File: src/design/mtd_pkg.sv
// ----------------------------------------------------------------------------
// mtd_pkg
// Shared types, character codes and the letter lookup for the Morse token
// decoder.
// ----------------------------------------------------------------------------
package mtd_pkg;

    localparam int CHAR_W = 16;
    localparam int CODE_W = 11;
    localparam int PAT_W  = 5;
    localparam int LEN_W  = 3;

    localparam logic [CHAR_W-1:0] CH_TAB   = 16'h0009;
    localparam logic [CHAR_W-1:0] CH_CR    = 16'h000D;
    localparam logic [CHAR_W-1:0] CH_SPACE = 16'h0020;
    localparam logic [CHAR_W-1:0] CH_DASH  = 16'h002D;
    localparam logic [CHAR_W-1:0] CH_DOT   = 16'h002E;
    localparam logic [CHAR_W-1:0] CH_SLASH = 16'h002F;

    localparam logic [LEN_W-1:0]  LEN_MAX_SYM = 3'd5;
    localparam logic [LEN_W-1:0]  LEN_SAT     = 3'd6;
    localparam logic [CODE_W-1:0] CODE_SPACE  = 11'h020;
    localparam logic [CODE_W-1:0] CODE_NONE   = 11'h000;

    // Pending token. Bit i of pattern is set when symbol i is a dash.
    typedef struct packed {
        logic [PAT_W-1:0] pattern;
        logic [LEN_W-1:0] length;
        logic             bad;
        logic             is_slash;
    } tok_state_t;

    typedef struct packed {
        logic              emit;
        logic [CODE_W-1:0] code;
    } tok_result_t;

    // Index is (2^length - 2) + pattern; zero means no letter.
    function automatic logic [CODE_W-1:0] letter_code(input logic [5:0] idx);
        logic [CODE_W-1:0] code;
        case (idx)
            6'd0:    code = 11'h415;
            6'd1:    code = 11'h422;
            6'd2:    code = 11'h406;
            6'd3:    code = 11'h41D;
            6'd4:    code = 11'h410;
            6'd5:    code = 11'h41C;
            6'd6:    code = 11'h421;
            6'd7:    code = 11'h414;
            6'd8:    code = 11'h420;
            6'd9:    code = 11'h490;
            6'd10:   code = 11'h423;
            6'd11:   code = 11'h41A;
            6'd12:   code = 11'h412;
            6'd13:   code = 11'h41E;
            6'd14:   code = 11'h425;
            6'd15:   code = 11'h411;
            6'd16:   code = 11'h41B;
            6'd17:   code = 11'h417;
            6'd18:   code = 11'h424;
            6'd19:   code = 11'h426;
            6'd20:   code = 11'h41F;
            6'd21:   code = 11'h427;
            6'd22:   code = 11'h416;
            6'd23:   code = 11'h42C;
            6'd24:   code = 11'h42F;
            6'd25:   code = 11'h429;
            6'd26:   code = 11'h42E;
            6'd28:   code = 11'h419;
            6'd29:   code = 11'h428;
            6'd34:   code = 11'h404;
            6'd44:   code = 11'h407;
            default: code = CODE_NONE;
        endcase
        return code;
    endfunction

endpackage

File: src/design/mtd_token_step.sv
// ----------------------------------------------------------------------------
// mtd_token_step
// Combinational update of the pending token for one character, with the
// classification of the token when whitespace or the end flag closes it.
// ----------------------------------------------------------------------------
module mtd_token_step (
    input  mtd_pkg::tok_state_t      cur_state,
    input  logic [mtd_pkg::CHAR_W-1:0] in_char,
    input  logic                     end_of_text,
    output mtd_pkg::tok_state_t      next_state,
    output mtd_pkg::tok_result_t     result
);
    import mtd_pkg::*;

    logic       is_space;
    logic       is_dot;
    logic       is_dash;
    logic       is_sym;
    logic       is_slash;
    logic       do_flush;
    tok_state_t added;
    tok_state_t flushed;
    logic [5:0] idx;

    assign is_space = (in_char == CH_SPACE) || ((in_char >= CH_TAB) && (in_char <= CH_CR));
    assign is_dot   = (in_char == CH_DOT);
    assign is_dash  = (in_char == CH_DASH);
    assign is_sym   = is_dot || is_dash;
    assign is_slash = (in_char == CH_SLASH);

    // Token with the current character appended.
    always_comb begin
        added = cur_state;
        if (is_sym) begin
            if (cur_state.is_slash) begin
                added.bad = 1'b1;
            end
            if (is_dash && (cur_state.length < LEN_MAX_SYM)) begin
                added.pattern = cur_state.pattern | PAT_W'(5'd1 << cur_state.length);
            end
        end else if (is_slash) begin
            if (cur_state.length == '0) begin
                added.is_slash = 1'b1;
            end else begin
                added.bad = 1'b1;
            end
        end else begin
            added.bad = 1'b1;
        end
        if (cur_state.length < LEN_SAT) begin
            added.length = cur_state.length + LEN_W'(1);
        end
    end

    // Whitespace closes the token as it stands; the end flag closes it after
    // the character has been added.
    assign flushed  = is_space ? cur_state : added;
    assign do_flush = is_space || end_of_text;

    assign idx = (6'd1 << flushed.length) - 6'd2 + {1'b0, flushed.pattern};

    always_comb begin
        result.code = CODE_NONE;
        if (!flushed.bad && (flushed.length != '0)) begin
            if (flushed.is_slash) begin
                if (flushed.length == LEN_W'(1)) begin
                    result.code = CODE_SPACE;
                end
            end else if (flushed.length <= LEN_MAX_SYM) begin
                result.code = letter_code(idx);
            end
        end
        result.emit = do_flush && (result.code != CODE_NONE);
    end

    assign next_state = do_flush ? '0 : added;

endmodule

File: src/design/morse_token_decoder_core.sv
// ----------------------------------------------------------------------------
// morse_token_decoder_core
// Splits a stream of Unicode characters at whitespace and decodes each Morse
// token into a Cyrillic letter code point or a word space.
// ----------------------------------------------------------------------------
//  Channel   Direction  tdata                     tlast
//  s_axis    in         [15:0] character          end of text
//  m_axis    out        [10:0] code point         -
//
//  One character per cycle is sustained while the result is not stalled. A
//  taken character is held in the input register and decoded into the result
//  register, from which its result is offered on m_axis.
//  Reset clears the token state and both valid flags.
//  A stalled result holds the pipeline: the input register takes one more
//  character and s_axis_tready then stays low until the result is taken,
//  whether or not that character gives a result.
// ----------------------------------------------------------------------------
module morse_token_decoder_core (
    input  logic        aclk,
    input  logic        aresetn,
    input  logic        s_axis_tvalid,
    output logic        s_axis_tready,
    input  logic [15:0] s_axis_tdata,   // [15:0] in_char
    input  logic        s_axis_tlast,   // end_of_text
    output logic        m_axis_tvalid,
    input  logic        m_axis_tready,
    output logic [15:0] m_axis_tdata    // [10:0] out_char, [15:11] zero
);
    import mtd_pkg::*;

    logic              in_vld_reg;
    logic [CHAR_W-1:0] in_char_reg;
    logic              in_last_reg;
    tok_state_t        tok_reg;
    tok_state_t        tok_next;
    tok_result_t       res;
    logic              out_vld_reg;
    logic [CODE_W-1:0] out_code_reg;
    logic              out_free;
    logic              proc;

    mtd_token_step u_step (
        .cur_state   (tok_reg),
        .in_char     (in_char_reg),
        .end_of_text (in_last_reg),
        .next_state  (tok_next),
        .result      (res)
    );

    assign out_free      = !out_vld_reg || m_axis_tready;
    assign proc          = in_vld_reg && out_free;
    assign s_axis_tready = !in_vld_reg || proc;

    always_ff @(posedge aclk) begin
        if (!aresetn) begin
            in_vld_reg  <= 1'b0;
            out_vld_reg <= 1'b0;
            tok_reg     <= '0;
        end else begin
            if (s_axis_tready) begin
                in_vld_reg <= s_axis_tvalid;
            end
            if (proc) begin
                tok_reg     <= tok_next;
                out_vld_reg <= res.emit;
            end else if (m_axis_tready) begin
                out_vld_reg <= 1'b0;
            end
        end
    end

    always_ff @(posedge aclk) begin
        if (s_axis_tready && s_axis_tvalid) begin
            in_char_reg <= s_axis_tdata;
            in_last_reg <= s_axis_tlast;
        end
        if (proc && res.emit) begin
            out_code_reg <= res.code;
        end
    end

    assign m_axis_tvalid = out_vld_reg;
    assign m_axis_tdata  = {5'b0, out_code_reg};

endmodule

File: config.mk
export PLATFORM = sky130hd
export DESIGN_NAME = morse_token_decoder_core
export DESIGN_NICKNAME = d
export VERILOG_FILES = /design/src/design/mtd_pkg.sv /design/src/design/mtd_token_step.sv /design/src/design/morse_token_decoder_core.sv
export SDC_FILE = /design/constraint.sdc
export NUM_CORES = 1
export LEC_CHECK = 0
export ABC_AREA = 0
export CORE_UTILIZATION = 40
export DETAILED_ROUTE_END_ITERATION = 8
export DONT_BUFFER_PORTS = 1
export PLACE_DENSITY = 0.57
export SYNTH_ARGS = -nofsm -noshare
export SYNTH_HDL_FRONTEND = slang
export SYNTH_SLANG_ARGS = --single-unit
File: constraint.sdc
create_clock -name aclk -period 6.5 [get_ports aclk]
set_input_delay 1.625 -clock aclk [delete_from_list [all_inputs] [get_ports aclk]]
set_output_delay 1.625 -clock aclk [all_outputs]
set_load 0.01 [all_outputs]
## Word level (Yosys, flattened, before mapping)

Memory sizes are Yosys's and may differ from the RTL's.
Cells that the tools add are included.

- Reductions and logical operators: 19
- Bitwise operators: 1
- Equal/unequal tests: 5
- Add/subtract/negate cells: 3
- Muxes and demuxes: 18
- Shifts and indexed selects: 2
- $lt $le $gt $ge: 5

Operators with widths:

| operator | count |
|---|---|
| $eq A16 B6 Y1 const B | 4 |
| $mux W11 | 3 |
| $mux W10 | 2 |
| $ge A16 B4 Y1 const B | 1 |
| $le A16 B4 Y1 const B | 1 |
| $reduce_bool A11 Y1 | 1 |
| $mux W5 | 2 |
| $mux W1 | 9 |
| $logic_and A1 B1 Y1 | 7 |
| $add A6 B5 Y6 | 1 |
| $lt A3 B3 Y1 const B | 2 |
| $mux W6 | 1 |
| $shl A1 B3 Y6 const A | 1 |
| $sub A6 B2 Y6 const B | 1 |
| $logic_or A1 B1 Y1 | 5 |
| $or A5 B5 Y5 | 1 |
| $shl A1 B3 Y5 const A | 1 |
| $add A3 B1 Y3 const B | 1 |
| $eq A3 B1 Y1 const B | 1 |
| $le A3 B3 Y1 const B | 1 |
| $logic_not A1 Y1 | 3 |
| $logic_not A3 Y1 | 1 |
| $mux W3 | 1 |
| $reduce_bool A3 Y1 | 1 |
| $reduce_bool A2 Y1 | 1 |

- Memories: 1
- Input bits: 21
- Word-level logic and storage cells: 63
- Bits in read-only memories: 512
- Output and inout port bits: 18
- Bits in registers: 40

Memories:

| name | words | bits a word | read ports | clocked after memory_dff | wr ports | line | RTL |
|---|---|---|---|---|---|---|---|
| (name not given) | 64 | 8 | 1 | 0 | 0 | mtd_pkg.sv:41 | `case (idx)` |

## Logic depth before layout (Yosys ltp)

An unclocked memory read counts as a cell.

- Depth after elaboration: 15
- Mapped depth: 20
- Mapped depth without buffers: 19

## Hierarchy

A second synthesis with hierarchy kept.

- Cell total of the unflattened synthesis: 277
- Area, all modules: 2643.8 µm²

Modules (own cells, without submodules):

| module | times used | cells an instance | seq. area each (µm²) | area an instance (µm²) |
|---|---|---|---|---|
| morse_token_decoder_core | 1 | 89 | 1081.0 | 1381.3 |
| mtd_token_step | 1 | 188 | 0.0 | 1262.5 |

## Worst setup path before layout

OpenSTA, ideal clock, no wires.

- Path type: reg2reg
- Start: register in_char_reg[3]
- End: register out_code_reg[0], enable pin
- Data arrival time: 4.443 ns
- Period minus slack after synthesis: 4.821 ns
- Setup slack: 1.679 ns
- Data required time: 6.122 ns
- Cell stages (with the launch flop): 19
- Library setup time: 0.378 ns
- Buffers on the path: 2
- Cell sequence: edfxtp_1 -> or4b_1 -> a21o_1 -> a21boi_2 -> buf_4 -> nand2_1 -> mux2_2 -> o32a_1 -> ha_1 -> inv_1 -> ha_1 -> and3_1 -> or3_1 -> clkbuf_1 -> nand2_1 -> nor2_1 -> o2111ai_1 -> o211ai_1 -> a41oi_1

- Word-level cells in the longest chain between the ends: 14
- Elaborated cells on any way between the ends: 34
- Classes of those cells: 2 x add/sub; 3 x order compare; 5 x eq/ne; 1 x shift; 11 x mux; 11 x reduce/logical; 1 x memory

RTL lines:

| item | line | RTL |
|---|---|---|
| start: declaration | morse_token_decoder_core.sv:32 | `logic [CHAR_W-1:0] in_char_reg;` |
| start signal: assignment | morse_token_decoder_core.sv:74 | `in_char_reg <= s_axis_tdata;` |
| $ge A16 B4 Y1 / $le A16 B4 Y1 (equally long branches) | mtd_token_step.sv:25 | `assign is_space = (in_char == CH_SPACE) \|\| ((in_char >= CH_TAB) && (in_char <= CH_CR));` |
| $logic_and A1 B1 Y1 | mtd_token_step.sv:25 |  |
| $logic_or A1 B1 Y1 | mtd_token_step.sv:25 |  |
| $mux W10 | mtd_token_step.sv:57 | `assign flushed = is_space ? cur_state : added;` |
| $shl A1 B3 Y6 | mtd_token_step.sv:60 | `assign idx = (6'd1 << flushed.length) - 6'd2 + {1'b0, flushed.pattern};` |
| $sub A6 B2 Y6 | mtd_token_step.sv:60 |  |
| $add A6 B5 Y6 | mtd_token_step.sv:60 |  |
| $mem_v2 Z64 W8 | -- |  |
| $mux W11 | mtd_token_step.sv:69 | `end else if (flushed.length <= LEN_MAX_SYM) begin` |
| $mux W11 | mtd_token_step.sv:65 | `if (flushed.is_slash) begin` |
| $mux W11 | mtd_token_step.sv:64 | `if (!flushed.bad && (flushed.length != '0)) begin` |
| $reduce_bool A11 Y1 | mtd_token_step.sv:73 | `result.emit = do_flush && (result.code != CODE_NONE);` |
| $logic_and A1 B1 Y1 * | mtd_token_step.sv:73 |  |
| $logic_and A1 B1 Y1 * | morse_token_decoder_core.sv:77 | `if (proc && res.emit) begin` |
| end signal: assignment | morse_token_decoder_core.sv:78 | `out_code_reg <= res.code;` |
| end: declaration | morse_token_decoder_core.sv:38 | `logic [CODE_W-1:0] out_code_reg;` |

Mark *: on every way between the ends. The rest lies on a longest branch, timed or not.
A chain may end at the register's enable or synchronous reset.

## Final worst setup path

- Start: register tok_reg[2] (netlist name)
- End: register out_code_reg[2], enable pin

- Word-level cells in the longest chain between the ends: 13
- Elaborated cells on any way between the ends: 33
- Classes of those cells: 3 x add/sub; 3 x order compare; 1 x eq/ne; 2 x shift; 14 x mux; 1 x bitwise; 8 x reduce/logical; 1 x memory

RTL lines:

| item | line | RTL |
|---|---|---|
| start: declaration | morse_token_decoder_core.sv:34 | `tok_state_t tok_reg;` |
| start signal: assignment | morse_token_decoder_core.sv:64 | `tok_reg <= tok_next;` |
| $add A3 B1 Y3 (tied with other cells) | mtd_token_step.sv:51 | `added.length = cur_state.length + LEN_W'(1);` |
| $mux W3 (tied with other cells) | mtd_token_step.sv:50 | `if (cur_state.length < LEN_SAT) begin` |
| $mux W10 * | mtd_token_step.sv:57 |  |
| $shl A1 B3 Y6 / $mux W5 (equally long branches) | mtd_token_step.sv:60, mtd_token_step.sv:34 |  |
| $sub A6 B2 Y6 / $mux W10 (equally long branches) | mtd_token_step.sv:60, mtd_token_step.sv:57 |  |
| $add A6 B5 Y6 | mtd_token_step.sv:60 |  |
| $mem_v2 Z64 W8 | -- |  |
| $mux W11 | mtd_token_step.sv:69 |  |
| $mux W11 | mtd_token_step.sv:65 |  |
| $mux W11 * | mtd_token_step.sv:64 |  |
| $reduce_bool A11 Y1 * | mtd_token_step.sv:73 |  |
| $logic_and A1 B1 Y1 * | mtd_token_step.sv:73 |  |
| $logic_and A1 B1 Y1 * | morse_token_decoder_core.sv:77 |  |

Marks and branches as above.

==> flow_summary.json <==
{
  "vias": 2078,
  "dp.cells": 358,
  "grt_remaining_overflow": 0,
  "worst_slew_pin_slew_ns": 0.799,
  "post-cts-setup-buffer-count": 0,
  "crit_end_element": "flop",
  "max_clock_freq_mhz": 176,
  "globalplace.congestion": 0.828,
  "timing.final.max_slew_violations": 0,
  "clock-sinks": 37,
  "port-buffer-count": 0,
  "fp.dieW_microns": 84.3,
  "worst_path_largest_cell_delay_ns": 1.01,
  "synth-async-reset-ratio": 0,
  "grt_util_all_layers": 0.154,
  "post-dp-hpwl_microns": 4110,
  "drtPass1Iterations": 6,
  "worstSetupStartpointType": "flop",
  "initialDrtViolationCount": 146,
  "critical_path_peak_fanout": 24,
  "final_antenna_diode_count": 0,
  "area_delta_synth_final_pct": 3.88,
  "post-synth-top-area-fraction": 0.277,
  "avgSynthCellArea_sq_um": 9.28,
  "crit_type": "flop to flop",
  "fraction_of_final_layout_cells_sized_beyond_drive_strength_1": 0.0588,
  "outcome": "finished with violations",
  "detail_route.drc_violations": 9,
  "tritoncts": "yes",
  "cts_resized": 0,
  "post_synth_instance_area_sq_um": 2710,
  "maximum_capacitance_violations": 0,
  "fin_crit_sh": 0.874,
  "coreArea_sq_um": 6460,
  "design.die.area_sq_um": 7100,
  "violated_checks": "DRC",
  "grt_pass1_wl_microns": 8690,
  "cts_max_level": 2,
  "grt_max_degree": 25,
  "timing.critical_path.required_ns": 6.43,
  "antenna_found_initial": 0,
  "final_nets": 332,
  "post_synth_most_frequent_cells": "sky130_fd_sc_hd__nor2_1, sky130_fd_sc_hd__edfxtp_1, sky130_fd_sc_hd__ha_1, sky130_fd_sc_hd__a21oi_1, sky130_fd_sc_hd__nand2_1",
  "synth-edff-count": 25,
  "totalNegativeSetupSlack_ns": 0,
  "synth-seq-area-share": 0.366,
  "number_of_flip_flops_under_the_largest_register_name": 16,
  "finish.cell_count_without_fillers": 366,
  "die_height_microns": 84.3,
  "timing.critical_path.depth": 19,
  "cp_data_arrival_time_ns": 5.61,
  "io_pins": 39,
  "p_leak_uw": 0.00112,
  "finalClockSkew_ns": 0.0136,
  "cts-hold-fix-buffers": 0,
  "timing.hold.worst_path_depth": 2,
  "routed_wirelength_microns": 5340,
  "clock_tree.root_cell": "sky130_fd_sc_hd__clkbuf_8",
  "yosys.cell_types.count": 62,
  "start_util": 0.419,
  "synth_largest_area_cell": "sky130_fd_sc_hd__edfxtp_1",
  "route.detailed.vias_per_inst": 5.68,
  "synth.most_common_cell": "sky130_fd_sc_hd__nor2_1",
  "hold_path_class": "flop to flop",
  "path_delay_family": "adder cells",
  "timing.reg2reg.worst_path_depth": 19,
  "first_global_vias": 1828,
  "yosys_most_used_dff": "sky130_fd_sc_hd__edfxtp_1",
  "pwr_density_cell_nw_per_um2": 207,
  "synth.ff_latch_count": 37,
  "numCtsBuffers": 5,
  "grt_setup_unrepaired": "false",
  "vdd_drop_max_mv": 0.158,
  "clk_transition_reported_paths_ns": 0.08,
  "timing.critical_path.buf_inv": 5,
  "report.final.hold_viol_count": 0,
  "routedWlPerCell_microns": 14.6,
  "slew-limit-headroom": 0.467,
  "std_cell_rows": 29,
  "ant_nets": 0,
  "report.final.setup_viol": 0,
  "post-route-min-period_ns": 5.68,
  "crit_path_cell_trace": "clkinv_1 -> ha_1 -> inv_1 -> nand2_1 -> a2111o_1 -> nand2_1 -> inv_1 -> ha_1 -> inv_1 -> ha_1 -> inv_1 -> fa_1 -> mux2i_1 -> nor2_1 -> a21oi_1 -> nor2_1 -> o2111ai_1 -> o211ai_1 -> a41oi_1",
  "cpMaxStageDelayCell": "sky130_fd_sc_hd__fa_1",
  "worst_path_most_repeated_cell": "sky130_fd_sc_hd__inv_1",
  "cts.path.max_buffers": 2,
  "worst_skew_pair.late_latency_ns": 0.30,
  "synthTopCellsByArea": "sky130_fd_sc_hd__edfxtp_1, sky130_fd_sc_hd__ha_1, sky130_fd_sc_hd__dfxtp_1, sky130_fd_sc_hd__mux2i_1, sky130_fd_sc_hd__a21oi_1",
  "netlist_instances": 292,
  "synth.yosys.warnings": 0
}
-- layer usage --
metal	vias up	share of wire	GRT usage	wire length [microns]
met5	-	0	0	0
met4	0	0.016	0.0596	87
met3	9	0.041	0.0393	217
met2	53	0.42	0.219	2240
met1	953	0.52	0.224	2800
li1	1063	-	-	-
-- cells by family after synthesis --
logic type / synth area share
multiplexers: 0.0577
buffers and inverters: 0.0619
AO/OA/AOI/OAI: 0.194
flip-flops: 0.366
AND/OR/NAND/NOR: 0.184
adder cells (fa/ha/maj): 0.109
XOR/XNOR: 0.0259
other: 0.00138
-- area by class of cell --
type | count | area, sq um
inverters | 17 | 63.8
multi-input cells | 227 | 1580
clock inverters | 3 | 17.5
fillers | 622 | 3640
well taps | 77 | 96.3
clock buffers | 5 | 68.8
flip-flops and latches | 37 | 991
-- report_power, final --
group          internal, uW  total, uW  switching (uW)
Sequential              261        268            6.99
Combinational          58.6        155            96.7
Clock                  73.9        159            85.3
-- path summary, 6_finish.rpt --
| kind | startpoint | to | slack (ns) |
|---|---|---|---|
| worst max-delay path | tok_reg[2] | out_code_reg[2] | 0.82 |
| worst min-delay path | tok_reg[6] | tok_reg[6] | 0.47 |
| worst max register to register | tok_reg[2] | out_code_reg[2] | 0.82 |
| worst min register to register | tok_reg[6] | tok_reg[6] | 0.47 |
-- per-stage QoR --
| stage | total power [uW] | worst slack [ns] | hold slack (ns) | util | instance area [sq um] |
|---|---|---|---|---|---|
| after floorplan | 401 | 1.68 | 0.437 | - | 2740 |
| after global placement | 428 | 0.826 | 0.452 | 0.422 | 2730 |
| final | 583 | 0.816 | 0.471 | 0.436 | 2810 |
| after detailed placement | 427 | 0.846 | 0.463 | 0.422 | 2730 |
| after global routing | 614 | 0.200 | 0.499 | 0.436 | 2810 |
| after CTS | 585 | 0.801 | 0.481 | 0.436 | 2810 |
-- worst min-delay path, stage by stage, from the launching register on --
cell	delay, ns
sky130_fd_sc_hd__dfxtp_1	0.33
sky130_fd_sc_hd__a21oi_1	0.04
sky130_fd_sc_hd__nor2_1	0.07
-- cell usage in the layout, fill, tap and decap left out, types with 2 or more instances in the layout --
master / netlist / final
sky130_fd_sc_hd__o21a_1: 5 / 5
sky130_fd_sc_hd__a21oi_1: 21 / 21
sky130_fd_sc_hd__edfxtp_1: 25 / 25
sky130_fd_sc_hd__nor3b_1: 2 / 2
sky130_fd_sc_hd__o211ai_1: 3 / 3
sky130_fd_sc_hd__and2_1: 4 / 4
sky130_fd_sc_hd__a21o_1: 3 / 3
sky130_fd_sc_hd__nor3_1: 8 / 8
sky130_fd_sc_hd__o22ai_1: 2 / 2
sky130_fd_sc_hd__a22oi_1: 2 / 2
sky130_fd_sc_hd__nand2_1: 21 / 21
sky130_fd_sc_hd__xnor2_1: 3 / 3
sky130_fd_sc_hd__clkinv_2: 0 / 2
sky130_fd_sc_hd__nand4_1: 4 / 4
sky130_fd_sc_hd__a31oi_1: 7 / 7
sky130_fd_sc_hd__o21ai_0: 8 / 8
sky130_fd_sc_hd__a311oi_1: 2 / 2
sky130_fd_sc_hd__conb_1: 1 / 8
sky130_fd_sc_hd__or3_1: 3 / 3
sky130_fd_sc_hd__nor2b_1: 8 / 8
sky130_fd_sc_hd__mux2i_1: 13 / 13
sky130_fd_sc_hd__nand3_1: 7 / 7
sky130_fd_sc_hd__a31o_2: 2 / 2
sky130_fd_sc_hd__nor2_1: 28 / 28
sky130_fd_sc_hd__nand3b_1: 3 / 3
sky130_fd_sc_hd__dfxtp_1: 12 / 12
sky130_fd_sc_hd__inv_1: 16 / 16
sky130_fd_sc_hd__ha_1: 22 / 22
sky130_fd_sc_hd__clkbuf_8: 0 / 5
sky130_fd_sc_hd__and3_1: 4 / 4
sky130_fd_sc_hd__a211oi_1: 5 / 5
(Power assumes the default switching activity.)
